<file path="src/hw/rtl/qtsp_pkg.sv">
// Shared types, codes and the zigzag map for the quantization table parser.
package qtsp_pkg;

  typedef enum logic [1:0] {
    PH_HEADER = 2'd0,
    PH_FIRST  = 2'd1,
    PH_LOW    = 2'd2,
    PH_SKIP   = 2'd3
  } qtsp_phase_t;

  typedef enum logic [1:0] {
    ST_WRITTEN       = 2'd0,
    ST_BAD_PRECISION = 2'd1,
    ST_TRUNCATED     = 2'd2,
    ST_BAD_ID        = 2'd3
  } qtsp_status_t;

  localparam int unsigned VALUES_PER_TABLE = 64;
  localparam logic [5:0]  LAST_VALUE       = 6'd63;

  // Work record handed from the byte classifier to the write side.
  typedef struct packed {
    logic         has_result;
    logic         do_write;
    logic         set_valid;
    logic         clr_valid;
    qtsp_status_t status;
    logic [3:0]   table_id;
    logic [5:0]   position;
    logic [15:0]  value;
    logic         table_done;
  } qtsp_rec_t;

  localparam logic [5:0] ZIGZAG [64] = '{
    6'd0,  6'd1,  6'd8,  6'd16, 6'd9,  6'd2,  6'd3,  6'd10,
    6'd17, 6'd24, 6'd32, 6'd25, 6'd18, 6'd11, 6'd4,  6'd5,
    6'd12, 6'd19, 6'd26, 6'd33, 6'd40, 6'd48, 6'd41, 6'd34,
    6'd27, 6'd20, 6'd13, 6'd6,  6'd7,  6'd14, 6'd21, 6'd28,
    6'd35, 6'd42, 6'd49, 6'd56, 6'd57, 6'd50, 6'd43, 6'd36,
    6'd29, 6'd22, 6'd15, 6'd23, 6'd30, 6'd37, 6'd44, 6'd51,
    6'd58, 6'd59, 6'd52, 6'd45, 6'd38, 6'd31, 6'd39, 6'd46,
    6'd53, 6'd60, 6'd61, 6'd54, 6'd47, 6'd55, 6'd62, 6'd63
  };

endpackage

</file>
<file path="src/hw/rtl/quant_table_segment_parser_core.sv">
// Top level of the quantization table segment parser.
// Throughput: one payload byte per cycle, sustained, while results are taken.
// A result passes through the two-entry record queue and then the result register before
// it is presented, and waits there while results stall.
// Reset (rst, synchronous): parser expects a header, queue empties, all table
// valid marks clear; the table store itself is not cleared.
module quant_table_segment_parser_core #(
  parameter int unsigned TABLE_COUNT = 4
) (
  input  logic        clk,
  input  logic        rst,
  input  logic        in_valid,
  output logic        in_ready,
  input  logic [7:0]  data_byte,
  input  logic        segment_end,
  output logic        out_valid,
  input  logic        out_ready,
  output logic [1:0]  status,
  output logic [3:0]  table_id,
  output logic [5:0]  position,
  output logic [15:0] value,
  output logic        table_done
);
  import qtsp_pkg::*;

  logic      accept;
  logic      rec_push;
  qtsp_rec_t rec;
  logic      q_pop;
  logic      q_not_empty;
  logic      q_full;
  qtsp_rec_t q_head;
  qtsp_rec_t out_rec;

  assign in_ready = !q_full;
  assign accept   = in_valid && in_ready;

  qtsp_front #(
    .TABLE_COUNT (TABLE_COUNT)
  ) u_front (
    .clk         (clk),
    .rst         (rst),
    .accept      (accept),
    .data_byte   (data_byte),
    .segment_end (segment_end),
    .rec_push    (rec_push),
    .rec         (rec)
  );

  qtsp_queue #(
    .DEPTH (2)
  ) u_queue (
    .clk       (clk),
    .rst       (rst),
    .push      (rec_push),
    .push_rec  (rec),
    .pop       (q_pop),
    .not_empty (q_not_empty),
    .full      (q_full),
    .head      (q_head)
  );

  qtsp_back #(
    .TABLE_COUNT (TABLE_COUNT)
  ) u_back (
    .clk         (clk),
    .rst         (rst),
    .q_not_empty (q_not_empty),
    .q_head      (q_head),
    .q_pop       (q_pop),
    .out_valid   (out_valid),
    .out_ready   (out_ready),
    .out_rec     (out_rec)
  );

  assign status     = out_rec.status;
  assign table_id   = out_rec.table_id;
  assign position   = out_rec.position;
  assign value      = out_rec.value;
  assign table_done = out_rec.table_done;

endmodule

</file>
<file path="src/hw/rtl/qtsp_ram.sv">
// Generic single-write, single-read RAM with registered read data.
module qtsp_ram #(
  parameter int unsigned WIDTH = 16,
  parameter int unsigned DEPTH = 256
) (
  input  logic                     clk,
  input  logic                     we,
  input  logic [$clog2(DEPTH)-1:0] wr_addr,
  input  logic [WIDTH-1:0]         wr_data,
  input  logic [$clog2(DEPTH)-1:0] rd_addr,
  output logic [WIDTH-1:0]         rd_data
);

  logic [WIDTH-1:0] mem [DEPTH];

  always_ff @(posedge clk) begin
    if (we) begin
      mem[wr_addr] <= wr_data;
    end
    rd_data <= mem[rd_addr];
  end

endmodule

</file>
<file path="src/hw/rtl/qtsp_front.sv">
// Byte classifier: tracks the segment phase and turns each byte into a work record.
module qtsp_front #(
  parameter int unsigned TABLE_COUNT = 4
) (
  input  logic              clk,
  input  logic              rst,
  input  logic              accept,
  input  logic [7:0]        data_byte,
  input  logic              segment_end,
  output logic              rec_push,
  output qtsp_pkg::qtsp_rec_t rec
);
  import qtsp_pkg::*;

  qtsp_phase_t phase, phase_next;
  logic [3:0]  current_table, current_table_next;
  logic        wide_values, wide_values_next;
  logic [5:0]  value_count, value_count_next;
  logic [7:0]  high_byte_hold, high_byte_hold_next;

  logic [3:0]  hdr_prec;
  logic [3:0]  hdr_id;
  logic        bad_prec;
  logic        bad_id;
  logic        last_value;
  logic [15:0] cur_value;
  logic [5:0]  cur_pos;

  assign hdr_prec   = data_byte[7:4];
  assign hdr_id     = data_byte[3:0];
  assign bad_prec   = hdr_prec > 4'd1;
  assign bad_id     = {1'b0, hdr_id} >= 5'(TABLE_COUNT);
  assign last_value = value_count == LAST_VALUE;
  assign cur_value  = (phase == PH_LOW) ? {high_byte_hold, data_byte} : {8'h00, data_byte};
  assign cur_pos    = ZIGZAG[value_count];

  // Next state
  always_comb begin
    phase_next          = phase;
    current_table_next  = current_table;
    wide_values_next    = wide_values;
    value_count_next    = value_count;
    high_byte_hold_next = high_byte_hold;
    unique case (phase)
      PH_HEADER: begin
        if (bad_prec || bad_id) begin
          phase_next = segment_end ? PH_HEADER : PH_SKIP;
        end else begin
          current_table_next = hdr_id;
          wide_values_next   = hdr_prec[0];
          value_count_next   = '0;
          phase_next         = segment_end ? PH_HEADER : PH_FIRST;
        end
      end
      PH_FIRST, PH_LOW: begin
        if (phase == PH_FIRST && wide_values) begin
          high_byte_hold_next = data_byte;
          if (segment_end) begin
            value_count_next = '0;
            phase_next       = PH_HEADER;
          end else begin
            phase_next = PH_LOW;
          end
        end else if (last_value || segment_end) begin
          value_count_next = '0;
          phase_next       = PH_HEADER;
        end else begin
          value_count_next = value_count + 6'd1;
          phase_next       = PH_FIRST;
        end
      end
      PH_SKIP: begin
        if (segment_end) begin
          phase_next = PH_HEADER;
        end
      end
      default: phase_next = PH_HEADER;
    endcase
  end

  // Record outputs
  always_comb begin
    rec          = '0;
    rec.status   = ST_WRITTEN;
    unique case (phase)
      PH_HEADER: begin
        rec.table_id = hdr_id;
        if (bad_prec) begin
          rec.has_result = 1'b1;
          rec.status     = ST_BAD_PRECISION;
        end else if (bad_id) begin
          rec.has_result = 1'b1;
          rec.status     = ST_BAD_ID;
        end else begin
          rec.clr_valid  = 1'b1;
          rec.has_result = segment_end;
          rec.status     = segment_end ? ST_TRUNCATED : ST_WRITTEN;
        end
      end
      PH_FIRST, PH_LOW: begin
        rec.table_id = current_table;
        rec.position = cur_pos;
        if (phase == PH_FIRST && wide_values) begin
          rec.has_result = segment_end;
          rec.status     = ST_TRUNCATED;
        end else begin
          rec.has_result = 1'b1;
          rec.do_write   = 1'b1;
          rec.value      = cur_value;
          rec.set_valid  = last_value;
          rec.table_done = last_value;
          rec.status     = (!last_value && segment_end) ? ST_TRUNCATED : ST_WRITTEN;
        end
      end
      PH_SKIP: begin
        rec.table_id = current_table;
      end
      default: rec.table_id = current_table;
    endcase
    rec_push = accept && (rec.has_result || rec.do_write || rec.clr_valid);
  end

  always_ff @(posedge clk) begin
    if (rst) begin
      phase          <= PH_HEADER;
      current_table  <= '0;
      wide_values    <= 1'b0;
      value_count    <= '0;
      high_byte_hold <= '0;
    end else if (accept) begin
      phase          <= phase_next;
      current_table  <= current_table_next;
      wide_values    <= wide_values_next;
      value_count    <= value_count_next;
      high_byte_hold <= high_byte_hold_next;
    end
  end

  a_low_needs_wide: assert property (@(posedge clk) disable iff (rst)
    phase == PH_LOW |-> wide_values)
    else $error("low byte phase without 16-bit precision");

endmodule

</file>
<file path="src/hw/rtl/qtsp_queue.sv">
// Short FIFO of work records between the classifier and the write side.
module qtsp_queue #(
  parameter int unsigned DEPTH = 2
) (
  input  logic                clk,
  input  logic                rst,
  input  logic                push,
  input  qtsp_pkg::qtsp_rec_t push_rec,
  input  logic                pop,
  output logic                not_empty,
  output logic                full,
  output qtsp_pkg::qtsp_rec_t head
);
  import qtsp_pkg::*;

  localparam int unsigned PW = (DEPTH > 1) ? $clog2(DEPTH) : 1;
  localparam int unsigned CW = $clog2(DEPTH + 1);

  qtsp_rec_t      slots [DEPTH];
  logic [PW-1:0]  wr_ptr, rd_ptr;
  logic [CW-1:0]  count;

  assign not_empty = count != '0;
  assign full      = count == CW'(DEPTH);
  assign head      = slots[rd_ptr];

  always_ff @(posedge clk) begin
    if (push) begin
      slots[wr_ptr] <= push_rec;
    end
  end

  always_ff @(posedge clk) begin
    if (rst) begin
      wr_ptr <= '0;
      rd_ptr <= '0;
      count  <= '0;
    end else begin
      if (push) begin
        wr_ptr <= (wr_ptr == PW'(DEPTH - 1)) ? '0 : wr_ptr + PW'(1);
      end
      if (pop) begin
        rd_ptr <= (rd_ptr == PW'(DEPTH - 1)) ? '0 : rd_ptr + PW'(1);
      end
      if (push && !pop) begin
        count <= count + CW'(1);
      end else if (pop && !push) begin
        count <= count - CW'(1);
      end
    end
  end

endmodule

</file>
<file path="src/hw/rtl/qtsp_back.sv">
// Write side: stores values, keeps the table valid marks, drives the result register.
module qtsp_back #(
  parameter int unsigned TABLE_COUNT = 4
) (
  input  logic                clk,
  input  logic                rst,
  input  logic                q_not_empty,
  input  qtsp_pkg::qtsp_rec_t q_head,
  output logic                q_pop,
  output logic                out_valid,
  input  logic                out_ready,
  output qtsp_pkg::qtsp_rec_t out_rec
);
  import qtsp_pkg::*;

  localparam int unsigned DEPTH = TABLE_COUNT * VALUES_PER_TABLE;
  localparam int unsigned AW    = $clog2(DEPTH);
  localparam int unsigned VW    = (TABLE_COUNT > 1) ? $clog2(TABLE_COUNT) : 1;

  logic [TABLE_COUNT-1:0] table_valid;
  logic [VW-1:0]          vidx;
  logic                   we;
  logic [AW-1:0]          wr_addr;
  logic [AW-1:0]          chk_addr;
  logic [15:0]            rd_data;

  assign q_pop   = q_not_empty && (!out_valid || out_ready);
  assign we      = q_pop && q_head.do_write;
  assign vidx    = q_head.table_id[VW-1:0];
  assign wr_addr = AW'({q_head.table_id, q_head.position});

  qtsp_ram #(
    .WIDTH (16),
    .DEPTH (DEPTH)
  ) u_store (
    .clk     (clk),
    .we      (we),
    .wr_addr (wr_addr),
    .wr_data (q_head.value),
    .rd_addr (chk_addr),
    .rd_data (rd_data)
  );

  // Read back the last written entry for the store check below.
  always_ff @(posedge clk) begin
    if (we) begin
      chk_addr <= wr_addr;
    end
  end

  always_ff @(posedge clk) begin
    if (q_pop && q_head.has_result) begin
      out_rec <= q_head;
    end
  end

  always_ff @(posedge clk) begin
    if (rst) begin
      out_valid   <= 1'b0;
      table_valid <= '0;
    end else begin
      if (q_pop && q_head.has_result) begin
        out_valid <= 1'b1;
      end else if (out_ready) begin
        out_valid <= 1'b0;
      end
      if (q_pop && q_head.clr_valid) begin
        table_valid[vidx] <= 1'b0;
      end else if (q_pop && q_head.set_valid) begin
        table_valid[vidx] <= 1'b1;
      end
    end
  end

  a_done_is_write: assert property (@(posedge clk) disable iff (rst)
    out_valid && out_rec.table_done |-> out_rec.status == ST_WRITTEN)
    else $error("table_done on a result that is not a plain write");

  a_valid_set: assert property (@(posedge clk) disable iff (rst)
    q_pop && q_head.set_valid |=> table_valid[$past(vidx)])
    else $error("valid mark not set after final value");

  a_valid_clr: assert property (@(posedge clk) disable iff (rst)
    q_pop && q_head.clr_valid |=> !table_valid[$past(vidx)])
    else $error("valid mark not cleared by header");

  a_store_readback: assert property (@(posedge clk) disable iff (rst)
    $past(we, 2) && !$past(rst, 1) |-> rd_data == $past(q_head.value, 2))
    else $error("table store read back differs from written value");

endmodule

</file>
<file path="config.mk">
export PLATFORM = sky130hd
export DESIGN_NAME = quant_table_segment_parser_core
export DESIGN_NICKNAME = d
export VERILOG_FILES = /design/src/hw/rtl/qtsp_pkg.sv /design/src/hw/rtl/quant_table_segment_parser_core.sv /design/src/hw/rtl/qtsp_ram.sv /design/src/hw/rtl/qtsp_front.sv /design/src/hw/rtl/qtsp_queue.sv /design/src/hw/rtl/qtsp_back.sv
export SDC_FILE = /design/constraint.sdc
export NUM_CORES = 1
export LEC_CHECK = 0
export BUFFER_PORTS_ARGS = -buffer_cell sky130_fd_sc_hd__clkbuf_2
export CORE_MARGIN = 10
export CORE_UTILIZATION = 24
export CTS_BUF_LIST = sky130_fd_sc_hd__clkbuf_8 sky130_fd_sc_hd__clkbuf_16
export CTS_CLUSTER_DIAMETER = 100
export DETAILED_ROUTE_END_ITERATION = 12
export HOLD_SLACK_MARGIN = 0.15
export PLACE_DENSITY_LB_ADDON = 0.2
export SYNTH_ARGS = -nofsm -noshare
export SYNTH_HDL_FRONTEND = slang
export SYNTH_SLANG_ARGS = --single-unit
</file>
<file path="constraint.sdc">
create_clock -name clk -period 7.5 [get_ports clk]
set_clock_uncertainty 0.1 [all_clocks]
set_input_delay 1.5 -clock clk [delete_from_list [all_inputs] [get_ports clk]]
set_output_delay 1.5 -clock clk [all_outputs]
set_load 0.01 [all_outputs]
</file>
==> flow_summary.yaml, run 1 <==
final_layout:
  syn2layout_area_growth_pct: 20.9
  antenna_cells: 0
  multi_input_area_sq_mm: 0.00207
  drive_above_1_share_pct: 27.1
  fin_nets: 497
  regArea_sq_mm: 0.00321
  fillers: 2239
drt:
  drt-total-wl_um: 12200
  routedWlPerCell_um: 16.2
  drcViolationCount: 0
  dr.pass1.iters: 4
  drt_iter0_markers: 163
  ant_nets: 0
  viasPerCell: 4.53
  num_vias: 3411
global_route:
  grt_pass1_vias: 3513
  grt_remaining_overflow: 0
  antenna_found_initial: 0
  grtUsageTotal_pct: 8.83
  grt_pass1_wl_um: 19800
  grt_max_degree: 31
logic_synthesis:
  yosys.area_share.xor_xnor_pct: 0.648
  synth_top_area_share_pct: 49.4
  synthFlopType: "edfxtp_1"
  synth_compound_area_share_pct: 10.4
  synth_area_per_cell_sq_um: 13.1
  synthMuxAreaShare_pct: 10.7
  netlist_instances: 414
  syn_area_sq_mm: 0.00541
  synthSimpleGateAreaFrac_pct: 10.8
  synth_top_family_by_area: "simple AND/OR/NAND/NOR gates"
  synth_fp_nets: 451
  yosysWarnings: 0
  synth_edf_count: 89
  synth_cell_types: 59
  synth_fa_ha_area_share_pct: 5.55
  synthTopCellsByCount: "89 x edfxtp_1, 34 x mux2_2, 31 x nor2_1, 27 x dfxtp_1, 24 x ha_1"
  synth-seq-area-share_pct: 59.4
  synthArstFlopShare_pct: 0
  yosysTopAreaCell: "edfxtp_1"
  synth_area_leaders: "edfxtp_1 49%, dfxtp_1 10%, mux2_2 7.1%"
  synth.most_common_cell: "edfxtp_1"
  ys_seq_elements: 116
die:
  row_count: 54
  io_pins: 44
  die_y_um: 170
  die_w_um: 170
  dieArea_sq_mm: 0.0289
  core_area_sq_mm: 0.0220
  start_util_pct: 24.6
clocking:
  clock_sinks: 116
  cts_tree: "built"
  cts_resized: 0
  ctsRootBufferMaster: "clkbuf_16"
  cts_hold_buf: 0
  clock_latency_ps: 410
  cts.htree.levels: 4
  cts_buffers: 17
  clockBufferDepth: 2
  clkTransAtPathRegs_ps: 50
  cts_setup_buffers: 0
sta:
  fmax_mhz: 287
  rsz0062_at_grt: "no"
  slew_headroom_pct: 22.5
  min_period_over_period_pct: 46.5
  min_period_ps: 3490
  final_hold_viol_count: 0
  setup_viol: 0
  worstMarginPinSlew_ps: 1160
  finalSetupTns_ps: 0
  slew_viol_final: 0
  fin_ws_ps: 4010
placed_design:
  hpwl_um: 8280
  pre_cts_ws_ps: 3880
  portBuffers: 43
  gp_congestion: 0.783
power_and_ir_drop:
  p_leak_uw: 0.00245
  irDropWorstVdd_mv: 0.122
  p_per_area_mw_per_mm2: 340
setup_path:
  end_kind: "flip-flop"
  slowest_stage: "a21boi_1"
  worst_ep_required_time_ps: 7460
  cp_max_fo: 30
  cp_cell_sequence: "inv_1, ha_1, a21boi_1, a21oi_1, a21oi_1, nor2b_2, buf_4"
  arrival_ps: 3450
  r2r_cells: 7
  start_kind: "flip-flop"
  crit_top_cell: "a21oi_1"
  cpPeakStageDelay_ps: 970
  crit_type: "reg -> reg"
hold_path:
  hold_class: "reg -> reg"
  hold_depth: 1
run:
  maxCapViolCount: 0
status:
  status: "finished clean"
cell families after synthesis:
family | count (synthesis)
flops | 116
mux | 51
simple gates | 107
xor+xnor | 4
fa+ha+maj | 24
compound gates | 79
buf+inv | 33
placed cells by master, fill, tap and decap left out, types with 2 or more instances in the layout:
cell type / count
a211oi_1: 5
a21oi_1: 16
a22oi_1: 5
a31oi_1: 7
and2_1: 12
and3_1: 10
buf_4: 5
bufinv_16: 4
clkbuf_16: 17
clkbuf_2: 43
clkinv_1: 3
clkinv_2: 2
clkinvlp_4: 5
dfxtp_1: 27
edfxtp_1: 89
ha_1: 24
inv_1: 10
inv_2: 2
mux2_2: 34
mux2i_1: 15
mux4_2: 2
nand2_1: 11
nand2b_1: 6
nand3_1: 11
nor2_1: 30
nor2b_1: 6
nor3_1: 4
nor3b_1: 5
o2111ai_1: 2
o211a_1: 2
o211ai_1: 3
o21a_1: 2
o21ai_0: 11
o221a_2: 2
o22ai_1: 3
o31ai_1: 4
or4_1: 2
xor2_1: 4
state kept, by name, summed over array words and instances, names as in the netlist, named ones only:
| register | cells |
|---|---|
| u_front.wide_values | 1 |
| u_front.high_byte_hold | 8 |
| u_queue.rd_ptr | 1 |
| u_front.current_table | 4 |
| u_queue.wr_ptr | 1 |
| u_front.phase | 2 |
| u_queue.slots | 60 |
| u_back.out_valid | 1 |
| u_queue.count | 2 |
| u_front.value_count | 6 |
| u_back.out_rec | 29 |
report_power, final:
part,switching [uW],internal [uW]
sequential,40.6,897
clock,287,551
combinational,274,173
total,602,1620
stage by stage:
stage / hold WS [ps] / util (%) / cell area [sq um] / cells / power, uW
floorplan: 355 / - / 5410 / 414 / 1230
global placement: 363 / 26.9 / 5930 / 721 / 1410
detailed placement: 369 / 26.9 / 5930 / 721 / 1420
CTS: 377 / 29.7 / 6540 / 753 / 2260
global route: 399 / 29.7 / 6540 / 753 / 2340
finish: 380 / 29.7 / 6540 / 753 / 2220
cell type report:
| type | count | area share [%] |
|---|---|---|
| clock buffer | 17 | 6.50 |
| clock inverter | 15 | 2.87 |
| inverter | 12 | 0.689 |
| multi-input combinational | 265 | 31.6 |
| sequential | 116 | 49.1 |
| tap | 280 | 5.36 |
| timing repair buffer | 48 | 3.86 |
worst max-delay path: cells and delay by family, from the launching register on:
kind	cells	cell delay [ps]
AOI/OAI and AO/OA	3	1420
adders and majority gates	1	510
buffers and inverters	2	480
DFF	1	410
and+or+nand+nor	1	170
per-layer routing:
metal / global-route usage [%] / share of wire, %
met1: 10.8 / 46
met5: 0 / 0
met2: 13.8 / 47
met3: 2.75 / 4.5
met4: 4.35 / 1.9
path summary, 6_finish.rpt:
check,endpoint,slack [ps],startpoint
min reg2reg,u_front.current_table[3],380,u_front.current_table[3]
min,u_front.current_table[3],380,u_front.current_table[3]
max reg2reg,u_queue.slots[0][25],4010,u_front.phase[0]
max,u_queue.slots[0][25],4010,u_front.phase[0]
Power figures use the tool's default switching activity.
==> inputs of run 2 (changes only) <==
clock period = 3.5 ns   (was 7.5 ns; I/O delays follow)
==> run 2 against run 1 <==
Wire length down 1.5%. Via count down 0.67%. Design area up 0.21%. Clock power up 110%. Final cell count up 0.27%. Register-to-register slack worse by 3300 ps. Maximum frequency up 23%. Sequential share of layout area down 0.10 points. Combinational power up 110%. Clock-buffer cell count up 2. Critical path type unchanged.
==> flow_summary.yaml, run 2 (synthesis gave the netlist of run 1 again) <==
sta:
  rsz0062_at_grt: "no"
  min_period_over_period_pct: 80.7
  setup_viol: 0
  min_period_ps: 2830
  worstMarginPinSlew_ps: 995
  finalSetupTns_ps: 0
  slew_headroom_pct: 33.6
  fmax_mhz: 354
  final_hold_viol_count: 0
  slew_viol_final: 0
  whs_ps: 374
drt:
  num_vias: 3388
  dr.pass1.iters: 5
  ant_nets: 0
  drt-total-wl_um: 12000
  viasPerCell: 4.49
  routedWlPerCell_um: 16.0
  drcViolationCount: 0
  drt_iter0_markers: 204
status:
  status: "finished clean"
setup_path:
  arrival_ps: 2780
  cp_max_fo: 30
  end_kind: "flip-flop"
  crit_type: "reg -> reg"
  start_kind: "flip-flop"
  worst_ep_required_time_ps: 3450
clocking:
  cts_setup_buffers: 0
  clock_sinks: 116
  cts.htree.levels: 4
  clkTransAtPathRegs_ps: 50
  clockBufferDepth: 2
  clock_latency_ps: 410
  cts_buffers: 17
  ctsRootBufferMaster: "clkbuf_16"
  cts_resized: 0
  cts_tree: "built"
  cts_hold_buf: 0
die:
  row_count: 54
  die_w_um: 170
  core_area_sq_mm: 0.0220
  start_util_pct: 24.6
  dieArea_sq_mm: 0.0289
  io_pins: 44
  die_y_um: 170
global_route:
  grt_pass1_wl_um: 19800
  antenna_found_initial: 0
  grt_max_degree: 31
  grtUsageTotal_pct: 8.80
  grt_remaining_overflow: 0
  grt_pass1_vias: 3520
power_and_ir_drop:
  p_leak_uw: 0.00247
  irDropWorstVdd_mv: 0.271
  switching_power_uw: 1270
  p_per_area_mw_per_mm2: 720
  power_frac_seq_pct: 42.5
  swShare_pct: 26.9
  comb_power_share_pct: 20.3
  intPower_uw: 3450
  pwr-share-clk_pct: 37.2
final_layout:
  final_common_cell: "edfxtp_1"
  fin_nets: 499
  mostFrequentLayoutCells: "89 x edfxtp_1, 43 x clkbuf_2, 34 x mux2_2"
  regArea_sq_mm: 0.00321
  reg.largest.list: "u_queue.slots x60, u_back.out_rec x29, u_front.high_byte_hold x8"
  antenna_cells: 0
  drive_above_1_share_pct: 27.6
  syn2layout_area_growth_pct: 21.2
  top_register: "u_queue.slots"
  multi_input_area_sq_mm: 0.00207
  largest_reg_flops: 60
  fillers: 2257
placed_design:
  gp_congestion: 0.792
  portBuffers: 43
  hpwl_um: 8180
hold_path:
  hold_class: "reg -> reg"
run:
  maxCapViolCount: 0
==> run 2: cell count changes in the layout (fill, tap and decap cells not counted), sizes merged <==
cell / before / now
buf: 5 / 7
bufinv: 4 / 3
clkbuf: 60 / 62
clkinv: 5 / 3
clkinvlp: 5 / 4
inv: 13 / 15
==> run 2: power by group through the flow <==
stage	sequential (uW)	clock (uW)	combinational, uW
2_1_floorplan	2110	0	533
3_3_place_gp	2030	0	992
3_5_place_dp	2040	0	993
4_1_cts	2020	1810	999
5_1_grt	2040	1870	1080
6_report	2010	1750	959
==> run 2: critical path, stage by stage (launching register included) <==
cell and delay [ps]:
dfxtp_1 410, inv_1 100, ha_1 510, a21boi_1 210
buf_4 220, a21oi_1 90, a21oi_1 250, nor2b_2 170
buf_4 390
==> run 2: final timing paths <==
path | end | slack (ps) | start | cells past startpoint
hold / removal | u_front.current_table[2] | 370 | u_front.current_table[2] | 1
hold reg to reg | u_front.current_table[2] | 370 | u_front.current_table[2] | 1
setup / recovery | u_queue.slots[0][22] | 670 | u_front.phase[1] | 8
setup reg to reg | u_queue.slots[0][22] | 670 | u_front.phase[1] | 8
==> run 2: final cells by class <==
class / count / share of cell area [%]
flip-flops and latches: 116 / 49.0
multi-input cells: 265 / 31.5
clock buffers: 19 / 6.91
well taps: 280 / 5.35
repair buffers: 50 / 4.09
clock inverters: 13 / 2.42
inverters: 12 / 0.687
==> run 2: through the flow <==
step	util (%)	instance area (sq um)	total power, uW	setup WS (ps)	instances
floorplan	-	5410	2650	536	414
global placement	27.0	5940	3020	737	723
detailed placement	27.0	5940	3030	646	723
CTS	29.8	6550	4820	638	755
global route	29.8	6550	4990	408	755
finish	29.8	6550	4720	674	755
==> run 2: layer usage <==
layer	routed length, um	vias to the layer above	part of all wire, %	track usage, %
met5	0	-	0	0
met4	136	0	1.1	3.20
met3	568	10	4.7	2.61
met2	5860	59	49	14.2
met1	5480	1659	46	10.9
li1	-	1660	-	-
==> inputs of run 3 (changes only) <==
ABC_AREA = 1   (was not set)
clock period = 2.8 ns   (was 3.5 ns; I/O delays follow)
==> run 3 against run 2 <==
Register-to-register slack got worse by 400 ps. Sequential share of layout area decreased by 0.39 points. Design area increased by 0.80%. Non-clock buffer count increased by 10.
==> flow_summary.yaml, run 3 <==
setup_path:
  start_kind: "flip-flop"
  crit_type: "reg -> reg"
  critPathTopFamily: "adder cells"
  cpPeakStageDelay_ps: 530
  crit_path_start: "u_front.phase[0]"
  arrival_ps: 2720
  slowest_stage: "ha_1"
  path_buf_inv: 2
  cp_max_fo: 10
  end_kind: "flip-flop"
  cp_cell_sequence: "inv_1, ha_1, o21ai_0, nand2_1, nand2_1, nand3_1, nand2_1, inv_1, ha_1, a21oi_1, o21ai_0, o21ai_0, a21oi_1"
  reg2reg_from: "u_front.phase[0]"
  worst_ep_required_time_ps: 2990
clocking:
  clock_latency_ps: 410
  cts_tree: "built"
  cts_buffers: 17
  cts_setup_buffers: 0
  clock_sinks: 116
  cts.htree.levels: 4
  cts_hold_buf: 0
  cts_resized: 0
  clockBufferDepth: 2
  clkTransAtPathRegs_ps: 50
  ctsRootBufferMaster: "clkbuf_16"
global_route:
  grtUsageMet2_pct: 15.4
  grt_max_degree: 31
  top_usage_layer: "met2"
  grt_remaining_overflow: 0
  groute.layer.met3.usage_pct: 3.77
  antenna_found_initial: 2
  grtUsageTotal_pct: 9.30
  gr-usage-met1_pct: 10.3
  grt_pass1_wl_um: 20800
  grt_pass1_vias: 3959
die:
  row_count: 54
  io_pins: 44
  die_w_um: 169
  start_util_pct: 24.4
  core_area_sq_mm: 0.0218
  dieArea_sq_mm: 0.0285
  die_y_um: 169
power_and_ir_drop:
  p_leak_uw: 0.00270
  pwr-share-clk_pct: 38.1
  swShare_pct: 28.7
  intPower_uw: 4470
  switching_power_uw: 1800
  comb_power_share_pct: 22.1
  irDropWorstVdd_mv: 0.507
  power_frac_seq_pct: 39.8
  p_total_uw: 6270
  p_per_area_mw_per_mm2: 949
logic_synthesis:
  synth.most_common_cell: "nand2_1"
  synthFlopType: "edfxtp_1"
  netlist_instances: 532
  synth_edf_count: 89
  synth_top_family_by_area: "simple AND/OR/NAND/NOR gates"
  synth_area_per_cell_sq_um: 10.0
  yosys.area_share.xor_xnor_pct: 0.329
  synth_fa_ha_area_share_pct: 5.64
  synth_fp_nets: 569
  synth_cell_types: 38
  synthTopCellsByCount: "159 x nand2_1, 89 x edfxtp_1, 38 x nor2_1, 35 x inv_1, 34 x a21oi_1"
  synthSimpleGateAreaFrac_pct: 19.4
  yosysWarnings: 0
  synthArstFlopShare_pct: 0
  synth_compound_area_share_pct: 8.93
  synth_area_leaders: "edfxtp_1 50%, nand2_1 11%, dfxtp_1 10%"
  synth-seq-area-share_pct: 60.4
  synth_top_area_share_pct: 50.2
  yosysTopAreaCell: "edfxtp_1"
  ys_seq_elements: 116
  syn_area_sq_mm: 0.00532
  synthMuxAreaShare_pct: 0
sta:
  setup_viol: 0
  rsz0062_at_grt: "no"
  whs_ps: 312
  finalSetupTns_ps: 0
  final_hold_viol_count: 0
  slew_viol_final: 0
  min_period_over_period_pct: 90.3
  worstMarginPinSlew_ps: 638
  fin_ws_ps: 272
  fmax_mhz: 396
  min_period_ps: 2530
  slew_headroom_pct: 57.4
hold_path:
  hold_class: "in -> reg"
  hold_start: "data_byte[6]"
drt:
  routedWlPerCell_um: 14.4
  dr.pass1.iters: 4
  ant_nets: 0
  drt_iter0_markers: 247
  viasPerCell: 4.27
  num_vias: 3780
  drcViolationCount: 0
  drt-total-wl_um: 12700
placed_design:
  pre_cts_ws_ps: 281
  portBuffers: 43
  hpwl_um: 9010
  gp_congestion: 0.860
  dp.cells: 853
final_layout:
  reg.largest.list: "u_queue.slots x60, u_back.out_rec x29, u_front.high_byte_hold x8"
  largest_reg_flops: 60
  final_common_cell: "nand2_1"
  mostFrequentLayoutCells: "159 x nand2_1, 89 x edfxtp_1, 43 x clkbuf_2"
  instances_no_fill: 885
  top_register: "u_queue.slots"
  syn2layout_area_growth_pct: 24.1
  drive_above_1_share_pct: 20.2
  fillers: 2272
  fin_nets: 629
status:
  status: "finished clean"
run:
  maxCapViolCount: 0
## run 3: per-stage QoR
stage          instance area, sq um  util (%)
2_1_floorplan                  5330         -
3_5_place_dp                   5950      27.3
3_3_place_gp                   5950      27.3
5_1_grt                        6600      30.3
4_1_cts                        6600      30.3
6_report                       6610      30.3
## run 3: cells by family (layout without fill, tap and decap cells)
kind of cell,after synthesis,in the layout
buffers and inverters,64,136
AND/OR/NAND/NOR,240,240
flip-flops,116,116
adder cells (fa/ha/maj),24,24
AO/OA/AOI/OAI,86,86
XOR/XNOR,2,2
other,0,1
## run 3: path summary, 6_finish.rpt
check                               to  slack (ps)  depth (start not counted)
min reg2reg   u_front.current_table[3]         340                          2
min          u_front.high_byte_hold[6]         310                          3
max reg2reg           u_queue.count[1]         270                         13
max                   u_queue.count[1]         270                         13
## run 3: tightest hold or removal path: cells and delay by family
family	cells	cell delay [ps]
buffers and inverters	2	150
AO/OA/AOI/OAI	1	60
## run 3: metal layers
metal / up-vias / routed length, um
met2: 74 / 6150
met3: 23 / 763
met1: 1773 / 5500
met5: - / 13
met4: 2 / 283
li1: 1908 / -
## run 3: power by group through the flow
stage               Sequential [uW]  Combinational [uW]  Clock (uW)
floorplan                      2590                 768           0
global placement               2530                1410           0
detailed placement             2540                1430           0
CTS                            2510                1440        2440
global route                   2540                1570        2520
finish                         2500                1380        2390
## run 3: cell type report
| cell class | instances | area (sq um) | area share, % |
|---|---|---|---|
| Timing Repair Buffer | 60 | 368 | 5.57 |
| Tap cell | 280 | 350 | 5.30 |
| Multi-Input combinational cell | 352 | 1840 | 27.9 |
| Inverter | 45 | 179 | 2.71 |
| Clock buffer | 18 | 439 | 6.65 |
| Clock inverter | 13 | 214 | 3.24 |
| Antenna cell | 1 | 2.50 | 0.0379 |
| Sequential cell | 116 | 3210 | 48.6 |
